File: src/hdl/tpeq_pkg.sv
`timescale 1ns / 1ps

package tpeq_pkg;

   localparam int DEFAULT_QUEUE_DEPTH = 16;

   // field widths
   localparam int ACTION_W   = 2;
   localparam int HANDLER_W  = 16;
   localparam int ARGUMENT_W = 16;
   localparam int ENTRY_W    = HANDLER_W + ARGUMENT_W;
   localparam int TOTAL_W    = 6;

   // port widths
   localparam int REQ_TDATA_W = 32;
   localparam int REQ_TUSER_W = 3;
   localparam int RSP_TDATA_W = 40;
   localparam int RSP_TUSER_W = 4;

   // action codes
   localparam logic [ACTION_W-1:0] ACT_PUSH = 2'd0;
   localparam logic [ACTION_W-1:0] ACT_POP  = 2'd1;
   localparam logic [ACTION_W-1:0] ACT_PEEK = 2'd2;

   // controller to datapath
   typedef struct packed {
      logic accept;
      logic execute;
   } cmd_type;

   // datapath to controller
   typedef struct packed {
      logic rsp_busy;
   } status_type;

endpackage

File: src/hdl/two_priority_event_queue.sv
// path: the request and head entries are registered at the transfer, then the result register is loaded
// flow: no new request is taken during the execute state, nor while a result is stalled;
//   in the execute state the head entries, read from the block memories at the transfer,
//   settle the result and the pointer and count updates
// reset: synchronous, active high; both queues empty, no result pending
`timescale 1ns / 1ps

module two_priority_event_queue #(
   parameter int QUEUE_DEPTH = tpeq_pkg::DEFAULT_QUEUE_DEPTH
) (
   input  logic                             clock,
   input  logic                             reset,
   // request channel
   input  logic                             req_tvalid,
   output logic                             req_tready,
   // handler_id [15:0], argument [31:16]
   input  logic [tpeq_pkg::REQ_TDATA_W-1:0] req_tdata,
   // action [1:0], priority_req [2]
   input  logic [tpeq_pkg::REQ_TUSER_W-1:0] req_tuser,
   // result channel
   output logic                             rsp_tvalid,
   input  logic                             rsp_tready,
   // out_handler_id [15:0], out_argument [31:16], total_count [37:32], zero fill [39:38]
   output logic [tpeq_pkg::RSP_TDATA_W-1:0] rsp_tdata,
   // entry_valid [0], from_high [1], push_dropped [2], all_empty [3]
   output logic [tpeq_pkg::RSP_TUSER_W-1:0] rsp_tuser
);

   tpeq_pkg::cmd_type    cmd;
   tpeq_pkg::status_type status;

   // sequencer: idle, then an execute state after each request transfer
   tpeq_ctrl u_ctrl (
      .clock      (clock),
      .reset      (reset),
      .req_tvalid (req_tvalid),
      .req_tready (req_tready),
      .rsp_tready (rsp_tready),
      .status     (status),
      .cmd        (cmd)
   );

   // two ring stores, their pointers and counts, and the result register
   tpeq_datapath #(
      .QUEUE_DEPTH (QUEUE_DEPTH)
   ) u_datapath (
      .clock      (clock),
      .reset      (reset),
      .cmd        (cmd),
      .status     (status),
      .req_tdata  (req_tdata),
      .req_tuser  (req_tuser),
      .rsp_tvalid (rsp_tvalid),
      .rsp_tready (rsp_tready),
      .rsp_tdata  (rsp_tdata),
      .rsp_tuser  (rsp_tuser)
   );

endmodule

File: src/hdl/tpeq_ctrl.sv
`timescale 1ns / 1ps

module tpeq_ctrl (
   input  logic                 clock,
   input  logic                 reset,
   input  logic                 req_tvalid,
   output logic                 req_tready,
   input  logic                 rsp_tready,
   input  tpeq_pkg::status_type status,
   output tpeq_pkg::cmd_type    cmd
);

   typedef enum logic {
      ST_IDLE,
      ST_EXEC
   } state_type;

   state_type state_ff;
   state_type state_in;
   logic      exec_ff;
   logic      exec_in;

   // idle, and the output slot is free, or its transfer happens at this edge
   assign req_tready = (state_ff == ST_IDLE) && (!status.rsp_busy || rsp_tready);

   always_comb begin
      state_in = state_ff;
      exec_in  = 1'b0;
      unique case (state_ff)
         ST_IDLE: begin
            if (req_tvalid && req_tready) begin
               state_in = ST_EXEC;
               exec_in  = 1'b1;
            end
         end
         ST_EXEC: begin
            state_in = ST_IDLE;
         end
         default: begin
            state_in = ST_IDLE;
         end
      endcase
   end

   always_ff @(posedge clock) begin
      if (reset) begin
         state_ff <= ST_IDLE;
         exec_ff  <= 1'b0;
      end else begin
         state_ff <= state_in;
         exec_ff  <= exec_in;
      end
   end

   assign cmd.accept  = req_tvalid && req_tready;
   assign cmd.execute = exec_ff;

endmodule

File: src/hdl/tpeq_datapath.sv
`timescale 1ns / 1ps

module tpeq_datapath #(
   parameter int QUEUE_DEPTH = tpeq_pkg::DEFAULT_QUEUE_DEPTH
) (
   input  logic                                clock,
   input  logic                                reset,
   input  tpeq_pkg::cmd_type                   cmd,
   output tpeq_pkg::status_type                status,
   input  logic [tpeq_pkg::REQ_TDATA_W-1:0]    req_tdata,
   input  logic [tpeq_pkg::REQ_TUSER_W-1:0]    req_tuser,
   output logic                                rsp_tvalid,
   input  logic                                rsp_tready,
   output logic [tpeq_pkg::RSP_TDATA_W-1:0]    rsp_tdata,
   output logic [tpeq_pkg::RSP_TUSER_W-1:0]    rsp_tuser
);

   localparam int PTR_W = (QUEUE_DEPTH > 1) ? $clog2(QUEUE_DEPTH) : 1;
   localparam int CNT_W = $clog2(QUEUE_DEPTH + 1);
   localparam int SUM_W = CNT_W + 1;
   localparam int EXT_W = SUM_W + tpeq_pkg::TOTAL_W;
   localparam int ENT_W = tpeq_pkg::ENTRY_W;
   localparam int HID_W = tpeq_pkg::HANDLER_W;
   localparam int ARG_W = tpeq_pkg::ARGUMENT_W;

   logic [ENT_W-1:0] high_mem [QUEUE_DEPTH];
   logic [ENT_W-1:0] low_mem  [QUEUE_DEPTH];

   // captured request
   logic [tpeq_pkg::ACTION_W-1:0] action_ff;
   logic                          prio_ff;
   logic [HID_W-1:0]              hid_ff;
   logic signed [ARG_W-1:0]       arg_ff;

   // head entries read at accept
   logic [ENT_W-1:0] high_rd_ff;
   logic [ENT_W-1:0] low_rd_ff;

   logic [PTR_W-1:0] high_head_ff, high_head_in, high_tail_ff, high_tail_in;
   logic [PTR_W-1:0] low_head_ff, low_head_in, low_tail_ff, low_tail_in;
   logic [CNT_W-1:0] high_count_ff, high_count_in, low_count_ff, low_count_in;

   logic             high_wr, low_wr;
   logic             entry_valid, from_high, push_dropped;
   logic [ENT_W-1:0] entry_word;
   logic [SUM_W-1:0] total;
   logic [EXT_W-1:0] total_ext;

   logic                              rsp_tvalid_ff;
   logic [tpeq_pkg::RSP_TDATA_W-1:0]  rsp_tdata_ff;
   logic [tpeq_pkg::RSP_TUSER_W-1:0]  rsp_tuser_ff;

   function automatic logic [PTR_W-1:0] wrap_next(input logic [PTR_W-1:0] ptr);
      logic [PTR_W-1:0] res;
      res = (ptr == PTR_W'(QUEUE_DEPTH - 1)) ? '0 : ptr + 1'b1;
      return res;
   endfunction

   always_ff @(posedge clock) begin
      if (cmd.accept) begin
         action_ff  <= req_tuser[1:0];
         prio_ff    <= req_tuser[2];
         hid_ff     <= req_tdata[15:0];
         arg_ff     <= req_tdata[31:16];
         high_rd_ff <= high_mem[high_head_ff];
         low_rd_ff  <= low_mem[low_head_ff];
      end
   end

   always_ff @(posedge clock) begin
      if (high_wr) begin
         high_mem[high_tail_ff] <= {hid_ff, arg_ff};
      end
      if (low_wr) begin
         low_mem[low_tail_ff] <= {hid_ff, arg_ff};
      end
   end

   always_comb begin
      high_head_in  = high_head_ff;
      high_tail_in  = high_tail_ff;
      high_count_in = high_count_ff;
      low_head_in   = low_head_ff;
      low_tail_in   = low_tail_ff;
      low_count_in  = low_count_ff;
      high_wr       = 1'b0;
      low_wr        = 1'b0;
      entry_valid   = 1'b0;
      from_high     = 1'b0;
      push_dropped  = 1'b0;
      entry_word    = '0;
      if (cmd.execute) begin
         unique case (action_ff)
            tpeq_pkg::ACT_PUSH: begin
               if (prio_ff) begin
                  if (high_count_ff == CNT_W'(QUEUE_DEPTH)) begin
                     push_dropped = 1'b1;
                  end else begin
                     high_wr       = 1'b1;
                     high_tail_in  = wrap_next(high_tail_ff);
                     high_count_in = high_count_ff + 1'b1;
                  end
               end else begin
                  if (low_count_ff == CNT_W'(QUEUE_DEPTH)) begin
                     push_dropped = 1'b1;
                  end else begin
                     low_wr       = 1'b1;
                     low_tail_in  = wrap_next(low_tail_ff);
                     low_count_in = low_count_ff + 1'b1;
                  end
               end
            end
            tpeq_pkg::ACT_POP, tpeq_pkg::ACT_PEEK: begin
               if (high_count_ff != '0) begin
                  entry_valid = 1'b1;
                  from_high   = 1'b1;
                  entry_word  = high_rd_ff;
                  if (action_ff == tpeq_pkg::ACT_POP) begin
                     high_head_in  = wrap_next(high_head_ff);
                     high_count_in = high_count_ff - 1'b1;
                  end
               end else if (low_count_ff != '0) begin
                  entry_valid = 1'b1;
                  entry_word  = low_rd_ff;
                  if (action_ff == tpeq_pkg::ACT_POP) begin
                     low_head_in  = wrap_next(low_head_ff);
                     low_count_in = low_count_ff - 1'b1;
                  end
               end
            end
            default: begin
            end
         endcase
      end
   end

   assign total     = SUM_W'(high_count_in) + SUM_W'(low_count_in);
   assign total_ext = EXT_W'(total);

   always_ff @(posedge clock) begin
      if (reset) begin
         high_head_ff  <= '0;
         high_tail_ff  <= '0;
         high_count_ff <= '0;
         low_head_ff   <= '0;
         low_tail_ff   <= '0;
         low_count_ff  <= '0;
         rsp_tvalid_ff <= 1'b0;
      end else begin
         high_head_ff  <= high_head_in;
         high_tail_ff  <= high_tail_in;
         high_count_ff <= high_count_in;
         low_head_ff   <= low_head_in;
         low_tail_ff   <= low_tail_in;
         low_count_ff  <= low_count_in;
         if (cmd.execute) begin
            rsp_tvalid_ff <= 1'b1;
         end else if (rsp_tready) begin
            rsp_tvalid_ff <= 1'b0;
         end
      end
   end

   always_ff @(posedge clock) begin
      if (cmd.execute) begin
         rsp_tdata_ff <= {2'b00, total_ext[tpeq_pkg::TOTAL_W-1:0], entry_word[ARG_W-1:0],
                          entry_word[ENT_W-1:ARG_W]};
         rsp_tuser_ff <= {(high_count_in == '0) && (low_count_in == '0), push_dropped,
                          from_high, entry_valid};
      end
   end

   assign status.rsp_busy = rsp_tvalid_ff;
   assign rsp_tvalid      = rsp_tvalid_ff;
   assign rsp_tdata       = rsp_tdata_ff;
   assign rsp_tuser       = rsp_tuser_ff;

endmodule

File: config.mk
export PLATFORM = sky130hd
export DESIGN_NAME = two_priority_event_queue
export DESIGN_NICKNAME = d
export VERILOG_FILES = /design/src/hdl/tpeq_pkg.sv /design/src/hdl/two_priority_event_queue.sv /design/src/hdl/tpeq_ctrl.sv /design/src/hdl/tpeq_datapath.sv
export SDC_FILE = /design/constraint.sdc
export NUM_CORES = 1
export LEC_CHECK = 0
export BUFFER_PORTS_ARGS = -buffer_cell sky130_fd_sc_hd__buf_2
export CORE_UTILIZATION = 62
export DETAILED_ROUTE_END_ITERATION = 6
export GPL_ROUTABILITY_DRIVEN = 0
export MAX_ROUTING_LAYER = met4
export PLACE_DENSITY_LB_ADDON = 0.25
export SLEW_MARGIN = 20
export SYNTH_ARGS = -nofsm -noshare
export SYNTH_HDL_FRONTEND = slang
export SYNTH_HIERARCHICAL = 1
export SYNTH_SLANG_ARGS = --single-unit
File: constraint.sdc
create_clock -name clock -period 10.7 [get_ports clock]
set_clock_uncertainty 0.15 [all_clocks]
set_input_delay 0.535 -clock clock [delete_from_list [all_inputs] [get_ports clock]]
set_output_delay 0.535 -clock clock [all_outputs]
set_load 0.01 [all_outputs]
# == Yosys cells after proc, flatten, opt, wreduce, memory -nomap -nowiden ==
# Memory sizes are Yosys's and may differ from the RTL's. A register that Yosys moved wholly into a read port is not among the register bits.
# Cells that the tools add are included.
# W data, S select, Z words.
# totals
ff_bits,106
latch_bits,0
ramBits,1024
romBits,0
input_bits,39
output_inout_bits,46
elab_cells,100
mem_count,2
# op_classes
n_addsub,9
multipliers,0
div_mod_pow,0
order_cmp,0
n_eq_ne,8
n_shift,0
mux,41
bitwise_logic,5
n_reduce_logical,17
# memory_table
name,words,width,read_ports,rd_ports_with_merged_regs,write_ports,line_no,source
u_datapath.high_mem,16,32,1,1,1,tpeq_datapath.sv:26,logic [ENT_W-1:0] high_mem [QUEUE_DEPTH];
u_datapath.low_mem,16,32,1,1,1,tpeq_datapath.sv:27,logic [ENT_W-1:0] low_mem [QUEUE_DEPTH];
# op_table
op,count
$mux W32,2
$mux W5,11
$mux W1,21
$pmux W5 S2,2
$add A4 B1 Y4 const B,4
$eq A4 B4 Y1 const B,4
$mux W4,4
$reduce_and A4 Y1,3
$add A5 B1 Y5 const B,2
$eq A5 B5 Y1 const B,2
$logic_not A5 Y1,2
$reduce_bool A5 Y1,2
$sub A5 B1 Y5 const B,2
$add A5 B5 Y6,1
$not A1 Y1,5
$reduce_and A5 Y1,1
$reduce_or A2 Y1,2
$logic_and A1 B1 Y1,3
$eq A2 B1 Y1 const B,1
$eq A2 B2 Y1 const B,1
$logic_not A2 Y1,1
$pmux W1 S2,1
$reduce_bool A2 Y1,1
$logic_not A1 Y1,1
$logic_or A1 B1 Y1,1

# == Longest topological paths before layout ==
# depth
word_depth,8
mapped_depth,15
mapped_depth_nobuf,14

# == By module ==
# The synthesis kept the hierarchy.
# modules_own_cells
mod,n_inst,cells_each,area_per_inst_um2,seq_area_each_um2
tpeq_datapath,1,1917,45129.5,35524.1
tpeq_ctrl,1,6,67.6,20.0

# == Worst setup path after synthesis ==
# Ideal clock, no wire load.
# synth_path
kind,reg2reg
from,"register u_datapath.rsp_tvalid_ff, in the netlist u_datapath/rsp_tvalid"
to,register u_datapath/action_ff[0] (netlist bit) (enable)
setup_time_ns,0.699
arrival_ns,7.768
required_time_ns,9.851
path_slack_ns,2.083
stages_incl_launch_ff,4
path_buffers,1
period_less_slack_ns,8.617
path_cell_list,dfxtp_1 -> buf_4 -> nor2b_4 -> nor3b_1
# synth_lines
item,line_no,source
from (decl),tpeq_datapath.sv:49,logic rsp_tvalid_ff;
from (signal assigned),tpeq_datapath.sv:148,rsp_tvalid_ff <= 1'b0;
from (signal assigned),tpeq_datapath.sv:157,rsp_tvalid_ff <= 1'b1;
from (signal assigned),tpeq_datapath.sv:159,rsp_tvalid_ff <= 1'b0;
to (signal assigned),tpeq_datapath.sv:61,action_ff <= req_tuser[1:0];
to (decl),tpeq_datapath.sv:30,logic [tpeq_pkg::ACTION_W-1:0] action_ff;

==> impl_metrics.toml <==
[cts]
ctsHoldBuffers = 36
cts_buffer_depth = 3
post-cts-setup-buffer-count = 0
cts.htree.levels = 3
tritoncts = "done"
cts-buffers-inserted = 113
cts.sink_count = 1193
cts_root_buf = "clkbuf_16"
post_cts_resized = 0
insertion_delay_ns = 0.68
clk_pin_slew_ns = 0.06

[power]
clkPwrFrac_pct = 42.7
p_per_area_nw_per_um2 = 182
p_sw_mw = 1.82
power.static_leakage_nw = 15.9
intPower_mw = 7.50
seq_power_share_pct = 56.2
peakVddDrop_mv = 0.155
combPwrFrac_pct = 1.1
swShare_pct = 19.5

[critical_path]
crit_path_end_kind = "register"
cp_max_fo = 54
worstPathCellList = "buf_4 -> inv_1 -> nor3_2 -> nand2_1 -> nor3_2 -> buf_4"
critical_path.top_delay_family = "simple AND/OR/NAND/NOR gates"
r2r_cells = 6
ff2ff_setup_slack_ns = 6.73
r2r_start = "u_ctrl/state_ff$_SDFF_PP0_"
crit_buf_inv = 3
reg2reg_to = "u_datapath/high_mem[0][26]$_DFFE_PP_"
cp_slowest_cell = "nor3_2"
cp-start-kind = "register"
crit_arrival_ns = 4.16
slowest_delay_ns = 0.95
cp.required_ns = 10.88
critical_path_class = "register to register"

[cells_and_area]
areaGrowthSynthToFinish_pct = 13.3
mostFrequentLayoutCells = "1,165 x edfxtp_1, 320 x mux4_2, 116 x clkbuf_16, 82 x buf_2, 51 x buf_4"
nets = 2171
post-route-util_pct = 71.3
drive_gt1_share_pct = 31.1
final_common_cell = "edfxtp_1"
diodes = 0

[grt]
grt.overflow.total = 0
antenna_found_initial = 0
grt_start_max_net_pins = 100
grt_usage_pct = 29.4
grt_first_pass_wirelength_mm = 149
grt_pass1_vias = 21600

[timing]
finalSetupTns_ns = 0
worst_pin_slew_ns = 1.16
final_hold_viol_count = 0
grt_setup_unrepaired = "false"
fmax_ghz = 0.252
finalSetupViolCount = 0
period_needed_ns = 3.97
slew_headroom_pct = 22.5
finalMaxSlewViolations = 0
fin_crit_sh_pct = 37.1

[drt]
wirelength_mm = 102
drcViolationCount = 0
wl_per_cell_um = 32.4
drt_pass1_iterations = 6
viasPerCell = 6.76
drt_iter0_drc = 2840
vias = 21300
drt.antenna.violating_nets = 0

[synthesis]
ys_types = 56
async_flop_share_pct = 0
ys.flop_type = "edfxtp_1"
synthCells = 1923
synth_edf_count = 1165
yosysWarnings = 6
ys_seq_elements = 1193
seq_area_frac_synth_pct = 78.6
synth.top_cell.area_share_pct = 77.4
avgSynthCellArea_sq_um = 23.5
syn_area_sq_um = 45200
synth_area_leader_cell = "edfxtp_1"
synthTopCellsByArea = "edfxtp_1 77%, mux4_2 16%, dfxtp_1 1.2%"

[placed_design]
place.detailed.hpwl_mm = 50.5
numPortBuffers = 82

[die]
die_h_um = 272
die_w_um = 272
io_pins = 85
core_sq_um = 71900
fp-row-count = 98
start_util_pct = 62.9
die_area_sq_um = 74000

[job]
max_cap_violations = 0

[min_path]
hold_path_class = "input port to register"
worstHoldStart = "rsp_tready"
holdPathEnd = "u_ctrl/state_ff$_SDFF_PP0_"
whs_path_depth = 3

[outcome]
status = "complete, no violations"
==> worst register-to-register path, delay by kind of cell, from the launching register on <==
family	cells	cell delay, ns
buf+inv	3	1.29
simple gates	3	1.87
flops	1	0.31
==> cells by family after synthesis <==
group / share of synthesized area (%)
and+or+nand+nor: 1.74
xor gates and xnor gates: 0.155
buffers and inverters: 1.18
other: 0.00830
DFF: 78.6
adders and majority gates: 0.681
muxes: 16.2
AOI/OAI and AO/OA: 1.40
==> sequential cells by signal, indices dropped and copies added (netlist names), 2 cells and up <==
signal and cells:
u_datapath/action_ff 2, u_datapath/arg_ff 16, u_datapath/hid_ff 16, u_datapath/high_count_ff 5, u_datapath/high_head_ff 4, u_datapath/high_mem 512, u_datapath/high_rd_ff 32, u_datapath/high_tail_ff 4
u_datapath/low_count_ff 5, u_datapath/low_head_ff 4, u_datapath/low_mem 512, u_datapath/low_rd_ff 32, u_datapath/low_tail_ff 4, u_datapath/rsp_tdata 38, u_datapath/rsp_tuser 4
==> cells in the mapped netlist, types with 3 or more instances <==
| master | instances |
|---|---|
| xor2_1 | 4 |
| nor3_1 | 13 |
| o21ai_0 | 11 |
| a211o_1 | 3 |
| nand2b_1 | 10 |
| a21oi_1 | 20 |
| xnor2_1 | 4 |
| a31oi_1 | 6 |
| dfxtp_1 | 28 |
| a21o_1 | 3 |
| clkbuf_1 | 65 |
| mux4_2 | 320 |
| buf_4 | 4 |
| nand3_1 | 4 |
| inv_1 | 24 |
| nand4_1 | 4 |
| buf_1 | 16 |
| nand2_1 | 32 |
| edfxtp_1 | 1165 |
| a22o_1 | 32 |
| mux2i_1 | 11 |
| nor3b_1 | 3 |
| ha_1 | 23 |
| buf_2 | 20 |
| nor2_1 | 50 |
| nor2b_1 | 7 |
==> layer usage <==
metal	track usage, %	share of wire, %	routed length [um]	vias up
met2	46.4	50	51200	1225
met1	41.1	38	39000	11400
met4	7.45	2.4	2450	0
met5	-	0	0	-
met3	4.67	9.1	9330	187
li1	-	-	-	8519
==> power by group through the flow <==
| stage | clock network (mW) | logic [mW] | registers, mW |
|---|---|---|---|
| after floorplan | 0 | 0.0430 | 5.32 |
| after CTS | 4.03 | 0.0953 | 5.25 |
| final | 3.98 | 0.104 | 5.24 |
| after global routing | 4.20 | 0.110 | 5.25 |
| after detailed placement | 0 | 0.0843 | 5.34 |
| after global placement | 0 | 0.0830 | 5.34 |
==> how the worst max path moves through the flow <==
stage	depth (start not counted)	end	startpoint
after floorplan	3	u_datapath/action_ff[0]$_DFFE_PP_	u_datapath/rsp_tvalid$_SDFFE_PP0P_
after CTS	14	u_datapath/rsp_tdata[36]$_DFFE_PP_	u_datapath/high_count_ff[0]$_SDFF_PP0_
final	6	u_datapath/high_mem[0][26]$_DFFE_PP_	u_ctrl/state_ff$_SDFF_PP0_
after detailed placement	14	u_datapath/rsp_tdata[36]$_DFFE_PP_	u_datapath/high_count_ff[0]$_SDFF_PP0_
after global placement	6	u_datapath/high_mem[2][7]$_DFFE_PP_	u_ctrl/state_ff$_SDFF_PP0_
after global routing	6	u_datapath/high_mem[0][30]$_DFFE_PP_	u_ctrl/state_ff$_SDFF_PP0_
==> metrics by stage <==
step	instance area (sq um)	hold slack (ns)	std cells	total power [mW]	worst slack, ns
global placement	47000	0.324	2902	5.42	6.80
global route	51200	0.0567	3149	9.55	6.55
finish	51200	0.0733	3149	9.33	6.73
floorplan	45200	0.309	1924	5.36	2.08
detailed placement	47000	0.354	2902	5.43	6.80
CTS	51100	0.0372	3144	9.37	6.77
==> cell type report <==
cell class,count,area [sq um]
Sequential cell,1193,35600
Multi-Input combinational cell,601,9380
Inverter,24,90.1
Clock inverter,71,701
Clock buffer,135,3010
Fill cell,4045,20700
Timing Repair Buffer,175,1260
Tap cell,950,1190
Note: power is estimated with default switching activity, not from simulation.
